$ cat config.mk
export PLATFORM = sky130hd
export DESIGN_NAME = tssm_ctrl
export DESIGN_NICKNAME = d
export VERILOG_FILES = /design/src/rtl/tssm_pkg.sv /design/src/rtl/tssm_ctrl.sv
export SDC_FILE = /design/constraint.sdc
export NUM_CORES = 1
export LEC_CHECK = 0
export BUFFER_PORTS_ARGS = -buffer_cell sky130_fd_sc_hd__buf_4
export CAP_MARGIN = 40
export CORE_AREA = 2 2 39 41
export DETAILED_ROUTE_END_ITERATION = 10
export DIE_AREA = 0 0 41 43
export GPL_TIMING_DRIVEN = 1
export PLACE_DENSITY = 0.36
export SLEW_MARGIN = 20
export SYNTH_ARGS = -nofsm -noshare
export SYNTH_HDL_FRONTEND = slang
export SYNTH_SLANG_ARGS = --single-unit
$ cat constraint.sdc
create_clock -name i_clk -period 1.4 [get_ports i_clk]
set_clock_uncertainty 0.2 [all_clocks]
set_input_delay 0.07 -clock i_clk [delete_from_list [all_inputs] [get_ports i_clk]]
set_output_delay 0.07 -clock i_clk [all_outputs]
set_load 0.02 [all_outputs]
$ cat src/rtl/tssm_pkg.sv
// ----------------------------------------------------------------------------
// tssm_pkg
// Shared types and constants for the two-stack shared-memory block.
// ----------------------------------------------------------------------------
package tssm_pkg;

    localparam int DEPTH      = 1024;
    localparam int DATA_WIDTH = 32;
    localparam int ADDR_W     = $clog2(DEPTH);
    localparam int CNT_W      = 11;
    localparam int VAL_W      = 32;
    localparam int ST_W       = 2;

    localparam logic [CNT_W-1:0] CAP_RESET = CNT_W'(1024);
    localparam logic [CNT_W-1:0] CAP_MAX   = CNT_W'(DEPTH);

    localparam logic [ST_W-1:0] ST_OK    = 2'd0;
    localparam logic [ST_W-1:0] ST_FULL  = 2'd1;
    localparam logic [ST_W-1:0] ST_EMPTY = 2'd2;

    localparam logic KIND_PUSH = 1'b0;
    localparam logic KIND_POP  = 1'b1;
    localparam logic SIDE_LOW  = 1'b0;
    localparam logic SIDE_HIGH = 1'b1;

    typedef struct packed {
        logic accept;
        logic capture_rd;
        logic load_out;
    } t_cmd;

    typedef struct packed {
        logic pop_ok;
        logic out_free;
    } t_sts;

endpackage

$ cat src/rtl/tssm_ctrl.sv
// ----------------------------------------------------------------------------
// tssm_ctrl
// Sequencer: accept a request, wait for the pop read, hand off the result.
// ----------------------------------------------------------------------------
module tssm_ctrl
    import tssm_pkg::*;
(
    input  logic i_clk,
    input  logic i_rst_n,
    input  logic i_in_valid,
    input  t_sts i_sts,
    output logic o_in_ready,
    output t_cmd o_cmd
);

    localparam logic [1:0] S_IDLE = 2'd0;
    localparam logic [1:0] S_RD   = 2'd1;
    localparam logic [1:0] S_HOLD = 2'd2;

    logic [1:0] r_state;
    logic [1:0] n_state;

    always_comb begin
        n_state          = r_state;
        o_in_ready       = 1'b0;
        o_cmd.accept     = 1'b0;
        o_cmd.capture_rd = 1'b0;
        o_cmd.load_out   = 1'b0;
        case (r_state)
            S_IDLE: begin
                o_in_ready   = 1'b1;
                o_cmd.accept = i_in_valid;
                if (i_in_valid) begin
                    n_state = i_sts.pop_ok ? S_RD : S_HOLD;
                end
            end
            S_RD: begin
                o_cmd.capture_rd = 1'b1;
                n_state          = S_HOLD;
            end
            S_HOLD: begin
                if (i_sts.out_free) begin
                    o_cmd.load_out = 1'b1;
                    n_state        = S_IDLE;
                end
            end
            default: begin
                n_state = S_IDLE;
            end
        endcase
    end

    always_ff @(posedge i_clk) begin
        if (!i_rst_n) begin
            r_state <= S_IDLE;
        end else begin
            r_state <= n_state;
        end
    end

endmodule

==> flow_metrics.tcl <==
set metrics [dict create \
    status "finished, final reports clean" \
    reg_top3 "r_state: 2 flops" \
    fin_crit_ns 1.32 \
    place.port_buffers 8 \
    wirelength_um 361 \
    syn_to_final_growth_pct 144 \
    n_antenna_cell 0 \
    syn_inst 10 \
    ios 9 \
    comb_power_share_pct 23.2 \
    cts.repair.resized 0 \
    fillers 154 \
    ff2ff_path_depth 1 \
    dieArea_sq_mm 0.00176 \
    hp-class "flop to flop" \
    routedWlPerCell_um 8.80 \
    netlist_area_sq_um 98.8 \
    ir_drop_mv 0.218 \
    slew_viol_final 0 \
    hold_path_startpoint "r_state[0]$_SDFFE_PN0P_" \
    worstMarginPinSlew_ns 0.166 \
    core_area_sq_mm 0.00138 \
    hold_buffers 4 \
    ant_nets 0 \
    yosysTopAreaCellShare_pct 40.5 \
    start_util_pct 7.14 \
    synth_nets 15 \
    arrival_ns 1.05 \
    largest_reg_flops 2 \
    synthTopCellsByArea "dfxtp_1, nor2b_1, o311a_1" \
    post_drt_via_cell_ratio 3.34 \
    final.setup.tns_ns 0 \
    cts_sinks 2 \
    grt_max_degree 6 \
    yosysWarningCount 0 \
    avgSynthCellArea_sq_um 9.88 \
    p_leak_nw 0.113 \
    num_vias 137 \
    gp_congestion 0.517 \
    r2r-start "r_state[1]$_SDFFE_PN0P_" \
    yosys.area.top_type "dfxtp_1" \
    grt_setup_unrepaired "no" \
    total_power_w 0.000254 \
    relSlewSlack_pct 88.8 \
    crit_start "i_in_valid" \
    slowest_stage "dlygate4sd3_1" \
    first_iter_violations 0 \
    synth-seq-cells 2 \
    max_freq_mhz 759 \
    crit_fanout 3 \
    holdPathEnd "r_state[1]$_SDFFE_PN0P_" \
    crit_top_cell "buf_4" \
    grt_pass1_wl_um 503 \
    cap_violations 0 \
    critPathKind "input pin to output port" \
    die_y_um 43 \
    internal_power_w 0.000190 \
    drive_above_1_share_pct 52.0 \
    holdPathStages 1 \
    htreeDepth 1 \
    post_cts_buffers 0 \
    r2r_slack_ns 0.40 \
    antenna_found_initial 0 \
    grt_pass1_vias 135 \
    overflow 0 \
    powerDensity_mw_per_mm2 1050 \
    synth.distinct_cells 8 \
    clock_power_share_pct 50.7 \
    p_sw_w 0.0000638 \
    drc 0 \
    final_nets 32 \
    p_seq_share_pct 26.1 \
    switching_share_pct 25.2 \
    r2r-end "r_state[1]$_SDFFE_PN0P_" \
    synth_seq_area_share_pct 40.5 \
    end_kind "output port" \
    finalHoldViolations 0 \
    largest_register "r_state" \
    grtUsageTotal_pct 5.32 \
    fp.dieW_um 41 \
    clkTransAtPathRegs_ns 0.03 \
    path_cells "dlygate4sd3_1 > buf_4 > and2_2 > buf_4" \
    drt_pass1_iterations 1 \
    root_buffer "clkbuf_4" \
    finalCritPeriodShare_pct 94.2 \
    setup_viol 0 \
    worstSkewPairLatency_ns 0.22 \
    max_stage_delay_ns 0.53 \
    rows 14 \
    crit_required_ns 1.13 \
    cts_tree "built" \
    clockBufferDepth 2 \
    cts_buffers 3 \
    cp-start-kind "input pin" \
]
[through the flow]
step,cell area (sq um),cells,setup slack [ns],hold WS [ns],utilization (%)
floorplan,98.8,10,0.311,0.00125,-
global placement,179,34,0.370,0.122,12.9
detailed placement,179,34,0.347,0.136,12.9
CTS,241,41,0.0813,0.385,17.5
global route,241,41,0.0474,0.402,17.5
finish,241,41,0.0818,0.383,17.5
[cell type report]
class	instances	area, sq um	area share, %
clock buffers	3	22.5	9.33
multi-input cells	8	58.8	24.4
flip-flops and latches	2	40.0	16.6
well taps	16	20.0	8.29
repair buffers	12	100	41.5
[placed cells by master (no fill, tap or decap)]
master	synthesis	routed
and2_2	1	1
and3b_1	1	1
and4_1	1	1
buf_4	0	8
clkbuf_4	0	3
dfxtp_1	2	2
dlygate4sd3_1	0	4
nor2_2	1	1
nor2b_1	2	2
o21ai_0	1	1
o311a_1	1	1
[worst max path at each step]
stage                     endpoint  slack, ns
after floorplan           o_cmd[2]       0.31
after global placement    o_cmd[2]       0.37
after detailed placement  o_cmd[2]       0.35
after CTS                 o_cmd[0]       0.08
after global routing      o_cmd[0]       0.05
final                     o_cmd[2]       0.08
[routing by layer]
layer | vias to the layer above | wire, um | global-route usage [%]
met4 | 0 | 0 | 8.00
met2 | 9 | 153 | 6.25
met5 | - | 0 | 0
li1 | 68 | - | -
met1 | 60 | 153 | 4.82
met3 | 0 | 53 | 3.14
[power groups by stage]
stage,clock [W],combinational [W],sequential (W)
final,0.000129,0.0000589,0.0000661
after global routing,0.000137,0.0000643,0.0000665
after CTS,0.000139,0.0000595,0.0000660
after detailed placement,0,0.0000508,0.0000669
after global placement,0,0.0000488,0.0000663
after floorplan,0,0.0000246,0.0000660
[worst max-delay path, delay by kind of cell]
family / cells / cell delay, ns
AND/OR/NAND/NOR: 1 / 0.16
buffers and inverters: 3 / 0.82
[cells by family (layout without fill, tap and decap cells)]
| kind of cell | after synthesis | after routing | share of synthesized area [%] |
|---|---|---|---|
| buf+inv | 0 | 15 | 0 |
| simple gates | 6 | 6 | 44.3 |
| flops | 2 | 2 | 40.5 |
| compound gates | 2 | 2 | 15.2 |
[cells in the mapped netlist (all sizes together)]
master / number
dfxtp: 2
and2: 1
o311a: 1
nor2: 1
and4: 1
and3b: 1
o21ai: 1
nor2b: 2
No activity file was read; power rests on OpenSTA's default activity.
