## config.mk

```make
export PLATFORM = sky130hd
export DESIGN_NAME = tssm_dp
export DESIGN_NICKNAME = d
export VERILOG_FILES = /design/src/rtl/tssm_pkg.sv /design/src/rtl/tssm_dp.sv
export SDC_FILE = /design/constraint.sdc
export NUM_CORES = 1
export LEC_CHECK = 0
export ABC_AREA = 0
export BUFFER_PORTS_ARGS = -buffer_cell sky130_fd_sc_hd__buf_2
export CAP_MARGIN = 10
export CORE_MARGIN = 4
export CORE_UTILIZATION = 55
export DETAILED_ROUTE_END_ITERATION = 10
export PLACE_DENSITY_LB_ADDON = 0.15
export SLEW_MARGIN = 20
export SYNTH_ARGS = -nofsm -noshare
export SYNTH_HDL_FRONTEND = slang
export SYNTH_SLANG_ARGS = --single-unit
```

## constraint.sdc

```tcl
create_clock -name i_clk -period 6.1 [get_ports i_clk]
set_input_delay 0.61 -clock i_clk [delete_from_list [all_inputs] [get_ports i_clk]]
set_output_delay 0.61 -clock i_clk [all_outputs]
set_load 0.02 [all_outputs]
```

## src/rtl/tssm_pkg.sv

```systemverilog
// ----------------------------------------------------------------------------
// tssm_pkg
// Shared types and constants for the two-stack shared-memory block.
// ----------------------------------------------------------------------------
package tssm_pkg;

    localparam int DEPTH      = 1024;
    localparam int DATA_WIDTH = 32;
    localparam int ADDR_W     = $clog2(DEPTH);
    localparam int CNT_W      = 11;
    localparam int VAL_W      = 32;
    localparam int ST_W       = 2;

    localparam logic [CNT_W-1:0] CAP_RESET = CNT_W'(1024);
    localparam logic [CNT_W-1:0] CAP_MAX   = CNT_W'(DEPTH);

    localparam logic [ST_W-1:0] ST_OK    = 2'd0;
    localparam logic [ST_W-1:0] ST_FULL  = 2'd1;
    localparam logic [ST_W-1:0] ST_EMPTY = 2'd2;

    localparam logic KIND_PUSH = 1'b0;
    localparam logic KIND_POP  = 1'b1;
    localparam logic SIDE_LOW  = 1'b0;
    localparam logic SIDE_HIGH = 1'b1;

    typedef struct packed {
        logic accept;
        logic capture_rd;
        logic load_out;
    } t_cmd;

    typedef struct packed {
        logic pop_ok;
        logic out_free;
    } t_sts;

endpackage

```

## src/rtl/tssm_dp.sv

```systemverilog
// ----------------------------------------------------------------------------
// tssm_dp
// Datapath: stack counts, capacity, address generation, result registers.
// ----------------------------------------------------------------------------
module tssm_dp
    import tssm_pkg::*;
(
    input  logic                  i_clk,
    input  logic                  i_rst_n,
    input  t_cmd                  i_cmd,
    output t_sts                  o_sts,
    input  logic                  i_kind,
    input  logic                  i_side,
    input  logic signed [31:0]    i_value,
    input  logic                  i_cfg_valid,
    input  logic [CNT_W-1:0]      i_cfg_data,
    output logic                  o_ram_we,
    output logic [ADDR_W-1:0]     o_ram_addr,
    output logic [DATA_WIDTH-1:0] o_ram_wdata,
    input  logic [DATA_WIDTH-1:0] i_ram_rdata,
    output logic                  o_out_valid,
    input  logic                  i_out_ready,
    output logic signed [31:0]    o_result_value,
    output logic [ST_W-1:0]       o_status,
    output logic                  o_all_empty
);

    logic [CNT_W-1:0]   r_cap;
    logic [CNT_W-1:0]   r_low;
    logic [CNT_W-1:0]   r_high;
    logic [CNT_W-1:0]   n_low;
    logic [CNT_W-1:0]   n_high;
    logic [VAL_W-1:0]   r_pend_val;
    logic [ST_W-1:0]    r_pend_st;
    logic               r_pend_ae;
    logic [VAL_W-1:0]   n_pend_val;
    logic [ST_W-1:0]    n_pend_st;
    logic               r_out_valid;
    logic [VAL_W-1:0]   r_out_val;
    logic [ST_W-1:0]    r_out_st;
    logic               r_out_ae;

    logic [CNT_W-1:0]   eff_cap;
    logic [CNT_W:0]     used;
    logic               full;
    logic [CNT_W-1:0]   addr;
    logic               we;
    logic               pop_ok;

    assign eff_cap = (r_cap > CAP_MAX) ? CAP_MAX : r_cap;
    assign used    = {1'b0, r_low} + {1'b0, r_high};
    assign full    = used >= {1'b0, eff_cap};

    always_comb begin
        n_low      = r_low;
        n_high     = r_high;
        n_pend_val = '0;
        n_pend_st  = ST_OK;
        addr       = r_low;
        we         = 1'b0;
        pop_ok     = 1'b0;
        if (i_kind == KIND_PUSH) begin
            if (full) begin
                n_pend_st = ST_FULL;
            end else begin
                we         = 1'b1;
                n_pend_val = VAL_W'(i_value[DATA_WIDTH-1:0]);
                if (i_side == SIDE_HIGH) begin
                    addr   = eff_cap - CNT_W'(1) - r_high;
                    n_high = r_high + CNT_W'(1);
                end else begin
                    addr  = r_low;
                    n_low = r_low + CNT_W'(1);
                end
            end
        end else begin
            if (i_side == SIDE_HIGH) begin
                if (r_high == '0) begin
                    n_pend_st = ST_EMPTY;
                end else begin
                    pop_ok = 1'b1;
                    addr   = eff_cap - r_high;
                    n_high = r_high - CNT_W'(1);
                end
            end else begin
                if (r_low == '0) begin
                    n_pend_st = ST_EMPTY;
                end else begin
                    pop_ok = 1'b1;
                    addr   = r_low - CNT_W'(1);
                    n_low  = r_low - CNT_W'(1);
                end
            end
        end
    end

    assign o_ram_we     = i_cmd.accept & we;
    assign o_ram_addr   = addr[ADDR_W-1:0];
    assign o_ram_wdata  = i_value[DATA_WIDTH-1:0];

    assign o_sts.pop_ok   = pop_ok;
    assign o_sts.out_free = !r_out_valid || i_out_ready;

    always_ff @(posedge i_clk) begin
        if (!i_rst_n) begin
            r_cap       <= CAP_RESET;
            r_low       <= '0;
            r_high      <= '0;
            r_out_valid <= 1'b0;
        end else begin
            if (i_cfg_valid) begin
                r_cap  <= i_cfg_data;
                r_low  <= '0;
                r_high <= '0;
            end else if (i_cmd.accept) begin
                r_low  <= n_low;
                r_high <= n_high;
            end
            if (i_cmd.load_out) begin
                r_out_valid <= 1'b1;
            end else if (i_out_ready) begin
                r_out_valid <= 1'b0;
            end
        end
    end

    always_ff @(posedge i_clk) begin
        if (i_cmd.accept) begin
            r_pend_val <= n_pend_val;
            r_pend_st  <= n_pend_st;
            r_pend_ae  <= (n_low == '0) && (n_high == '0);
        end else if (i_cmd.capture_rd) begin
            r_pend_val <= VAL_W'(i_ram_rdata);
        end
        if (i_cmd.load_out) begin
            r_out_val <= r_pend_val;
            r_out_st  <= r_pend_st;
            r_out_ae  <= r_pend_ae;
        end
    end

    assign o_out_valid    = r_out_valid;
    assign o_result_value = r_out_val;
    assign o_status       = r_out_st;
    assign o_all_empty    = r_out_ae;

endmodule

```

==> run_results.csv <==
group,metric,value,unit
status,status,"complete, no violations",
global_route,grt_usage,0.2654,
global_route,grt_max_degree,60,
cts,worstSkewPairLatency,0.35,ns
routing,ant_nets,0,
placement,dp_slack,0.7573,ns
synthesis,syn_area_per_cell,8.799,um2
cts,clk_pin_slew_worst_paths,0.07,ns
floorplan,rows,41,
synthesis,synthCells,804,
floorplan,start_util,0.5606,
cts,cts.path.max_buffers,2,
layout,fill_cells,1110,
routing,num_vias,6230,
placement,hpwlAfterDp,15000,um
floorplan,die_x,121.4,um
power_and_ir_drop,powerDensity,217.0,nW/um2
synthesis,synth-edff-count,70,
layout,area_delta_synth_final,13.09,%
worst_setup_path,path_delay_family,"compound AO/OA/AOI/OAI gates",
layout,drive_gt1_frac,0.2267,
floorplan,die-area,14740,um2
layout,fin_nets,1031,
cts,cts_setup_buffers,0,
cts,cts_tree,"yes",
sta,drv_slew,0,
worst_setup_path,cp-end-kind,"output port",
power_and_ir_drop,power_leakage,3.595,nW
power_and_ir_drop,power.total,1.736,mW
sta,hold_viol,0,
synthesis,ys_seq_area_frac,0.3933,
sta,finClkSkew,0.006806,ns
sta,holdWs,0.4192,ns
synthesis,synth_top_area_share,0.2971,
synthesis,yosysWarnings,0,
global_route,grt_pass1_vias,5883,
placement,gp_congestion,0.9938,
worst_hold_path,hp-class,"flop to flop",
cts,cts_resized,0,
cts,cts_hold_buf,0,
worst_setup_path,worstSetupStartpointType,"flop",
synthesis,ys_top_cells_by_area,"edfxtp_1 (30%), dfxtp_1 (9.6%), ha_1 (6.4%)",
synthesis,syn_area,7074,um2
worst_setup_path,crit_cells,23,
global_route,grt_pass1_wl,30440,um
routing,first_pass_iters,5,
worst_setup_path,crit_type,"flop to output port",
routing,viasPerCell,5.742,
worst_hold_path,min_path_cells,0,
worst_setup_path,critPathBufInv,2,
worst_setup_path,r2r_start,"r_high[0]",
cts,cts_buffers,9,
sta,timing.setup.tns,0,ns
synthesis,synth_largest_area_cell,"edfxtp_1",
cts,htreeDepth,3,
worst_hold_path,hold_start,"r_pend_val[20]",
worst_setup_path,cp_slowest_cell,"fa_1",
synthesis,ys.flop_type,"edfxtp_1",
cts,cts_sinks,104,
sta,setup_viol,0,
sta,setup_slack,0.3475,ns
cts,cts-root-buf,"clkbuf_16",
worst_setup_path,arrival,5.14,ns
synthesis,synth_nets,927,
worst_setup_path,cp_max_fo,8,
sta,timing.fmax,173.8,MHz
sta,rsz0062_at_grt,"no",
synthesis,ys_ff_latch,104,
routing,drt_wl_total,19600,um
worst_setup_path,worstRegToRegCells,22,
synthesis,async_flop_share,0,
worst_setup_path,cp.required,5.49,ns
worst_setup_path,critPathMaxStageDelay,0.42,ns
placement,portBuffers,164,
routing,drc,0,
synthesis,synth_cell_types,69,
floorplan,die_y,121.4,um
floorplan,io_pins,165,
worst_setup_path,path_cells,"ha_1 > fa_1 > a21o_1 > a21oi_1 > o21bai_1 > a21oi_1 > o21ai_0 > a21oi_2 > o21bai_1 > a21oi_1 > xnor2_1 > ha_1 > a211oi_1 > nand2_1 > a211oi_1 > buf_4 > o21ai_1 > or2_4 > and2_1 > a311oi_1 > a21oi_1 > nor2_1 > buf_2",
worst_setup_path,critPathMostFrequentCell,"a21oi_1",
sta,slew_headroom,0.3651,
sta,layout_min_cycle_time,5.752,ns
run,maxCapViolCount,0,
layout,insertedDiodeCount,0,
routing,drt_iter0_drc,481,
sta,finalCritPeriodShare,0.9430,
worst_setup_path,cp-startpoint,"r_high[0]",
power_and_ir_drop,peakVddDrop,115.9,uV
routing,wl_per_cell,18.06,um
synthesis,synthTopCellsByCount,"edfxtp_1 (70), nor2_1 (70), inv_1 (67)",
sta,worstMarginPinSlew,0.9524,ns
global_route,antenna_found_initial,0,
floorplan,core-area,12620,um2
global_route,grt.overflow.total,0,
[flip-flops by register name (all words and copies together) (netlist names)]
signal and cells:
r_low 11, o_out_valid 1, r_high 11, o_all_empty 1, r_pend_ae 1, o_result_value 32
o_status 2, r_pend_st 2, r_cap 11, r_pend_val 32
[metrics by stage]
stage	area [um2]	util	instances
6_report	8000	0.6339	1085
5_1_grt	8000	0.6339	1085
4_1_cts	7994	0.6335	1085
3_5_place_dp	7727	0.6123	1069
3_3_place_gp	7727	0.6123	1069
2_1_floorplan	7074	-	804
[path summary, 6_finish.rpt]
kind,endpoint,slack (ns)
worst min register to register,o_result_value[20],0.42
worst max-delay path,o_ram_addr[7],0.35
worst max register to register,r_pend_ae,0.83
worst min-delay path,o_result_value[20],0.42
[per-layer routing]
| metal | up-vias | GRT usage | part of all wire |
|---|---|---|---|
| met2 | 273 | 0.4629 | 0.49 |
| li1 | 3018 | - | - |
| met5 | - | 0 | 0 |
| met1 | 2898 | 0.3332 | 0.42 |
| met3 | 41 | 0.03683 | 0.062 |
| met4 | 0 | 0.1001 | 0.029 |
[cell families (layout without fill, tap and decap cells)]
family,count (synthesis),after routing,synth area share
mux,23,23,0.03325
flops,104,104,0.3934
simple gates,255,255,0.1809
xor+xnor,45,45,0.05571
fa+ha+maj,39,39,0.07216
compound gates,188,188,0.1638
buf+inv,150,259,0.1008
[worst register-to-register path, stage by stage (launching register included)]
cell	delay, ns
dfxtp_1	0.40
ha_1	0.26
fa_1	0.42
a21o_1	0.18
a21oi_1	0.23
o21bai_1	0.10
a21oi_1	0.24
o21ai_0	0.14
a21oi_2	0.17
o21bai_1	0.08
a21oi_1	0.17
xnor2_1	0.14
ha_1	0.28
a211oi_1	0.26
nand2_1	0.09
a211oi_1	0.18
buf_4	0.18
o211a_2	0.21
nand2_1	0.19
mux2_2	0.36
a21oi_1	0.14
or4b_1	0.47
nor4_2	0.22
[power by group]
part | switching [mW] | total [mW] | leakage (nW) | internal [mW]
Sequential | 0.0175 | 0.827 | 0.999 | 0.809
Clock | 0.254 | 0.533 | 0.127 | 0.279
Combinational | 0.239 | 0.376 | 2.47 | 0.137
Total | 0.510 | 1.74 | 3.60 | 1.23
[layout by cell type (no fill, tap or decap), types with 4 or more instances in the layout]
cell,count
xnor2_1,33
a221oi_1,4
a21o_1,7
nand2b_1,9
o21ai_0,60
and2_1,4
a211oi_1,17
nor2b_1,15
buf_2,164
o21ai_1,7
a21boi_0,5
and3_1,4
clkbuf_16,9
a22oi_1,6
mux2i_1,19
o22ai_1,10
a21oi_1,36
buf_4,9
nand3_1,45
dfxtp_1,34
nor2_1,70
nand2_1,60
o211ai_1,5
inv_1,67
edfxtp_1,70
a31oi_1,8
nand4_1,10
nor4_1,6
nor3_1,8
ha_1,36
xor2_1,12
o21bai_1,4
[layout make-up]
type | instances | area, um2 | share of cell area
clock buffers | 12 | 236.5 | 0.02956
clock inverters | 4 | 30.03 | 0.003754
inverters | 70 | 262.8 | 0.03284
multi-input cells | 550 | 3585 | 0.4481
flip-flops and latches | 104 | 2783 | 0.3478
well taps | 172 | 215.2 | 0.02690
repair buffers | 173 | 888.4 | 0.1110
Power figures use the tool's default switching activity.
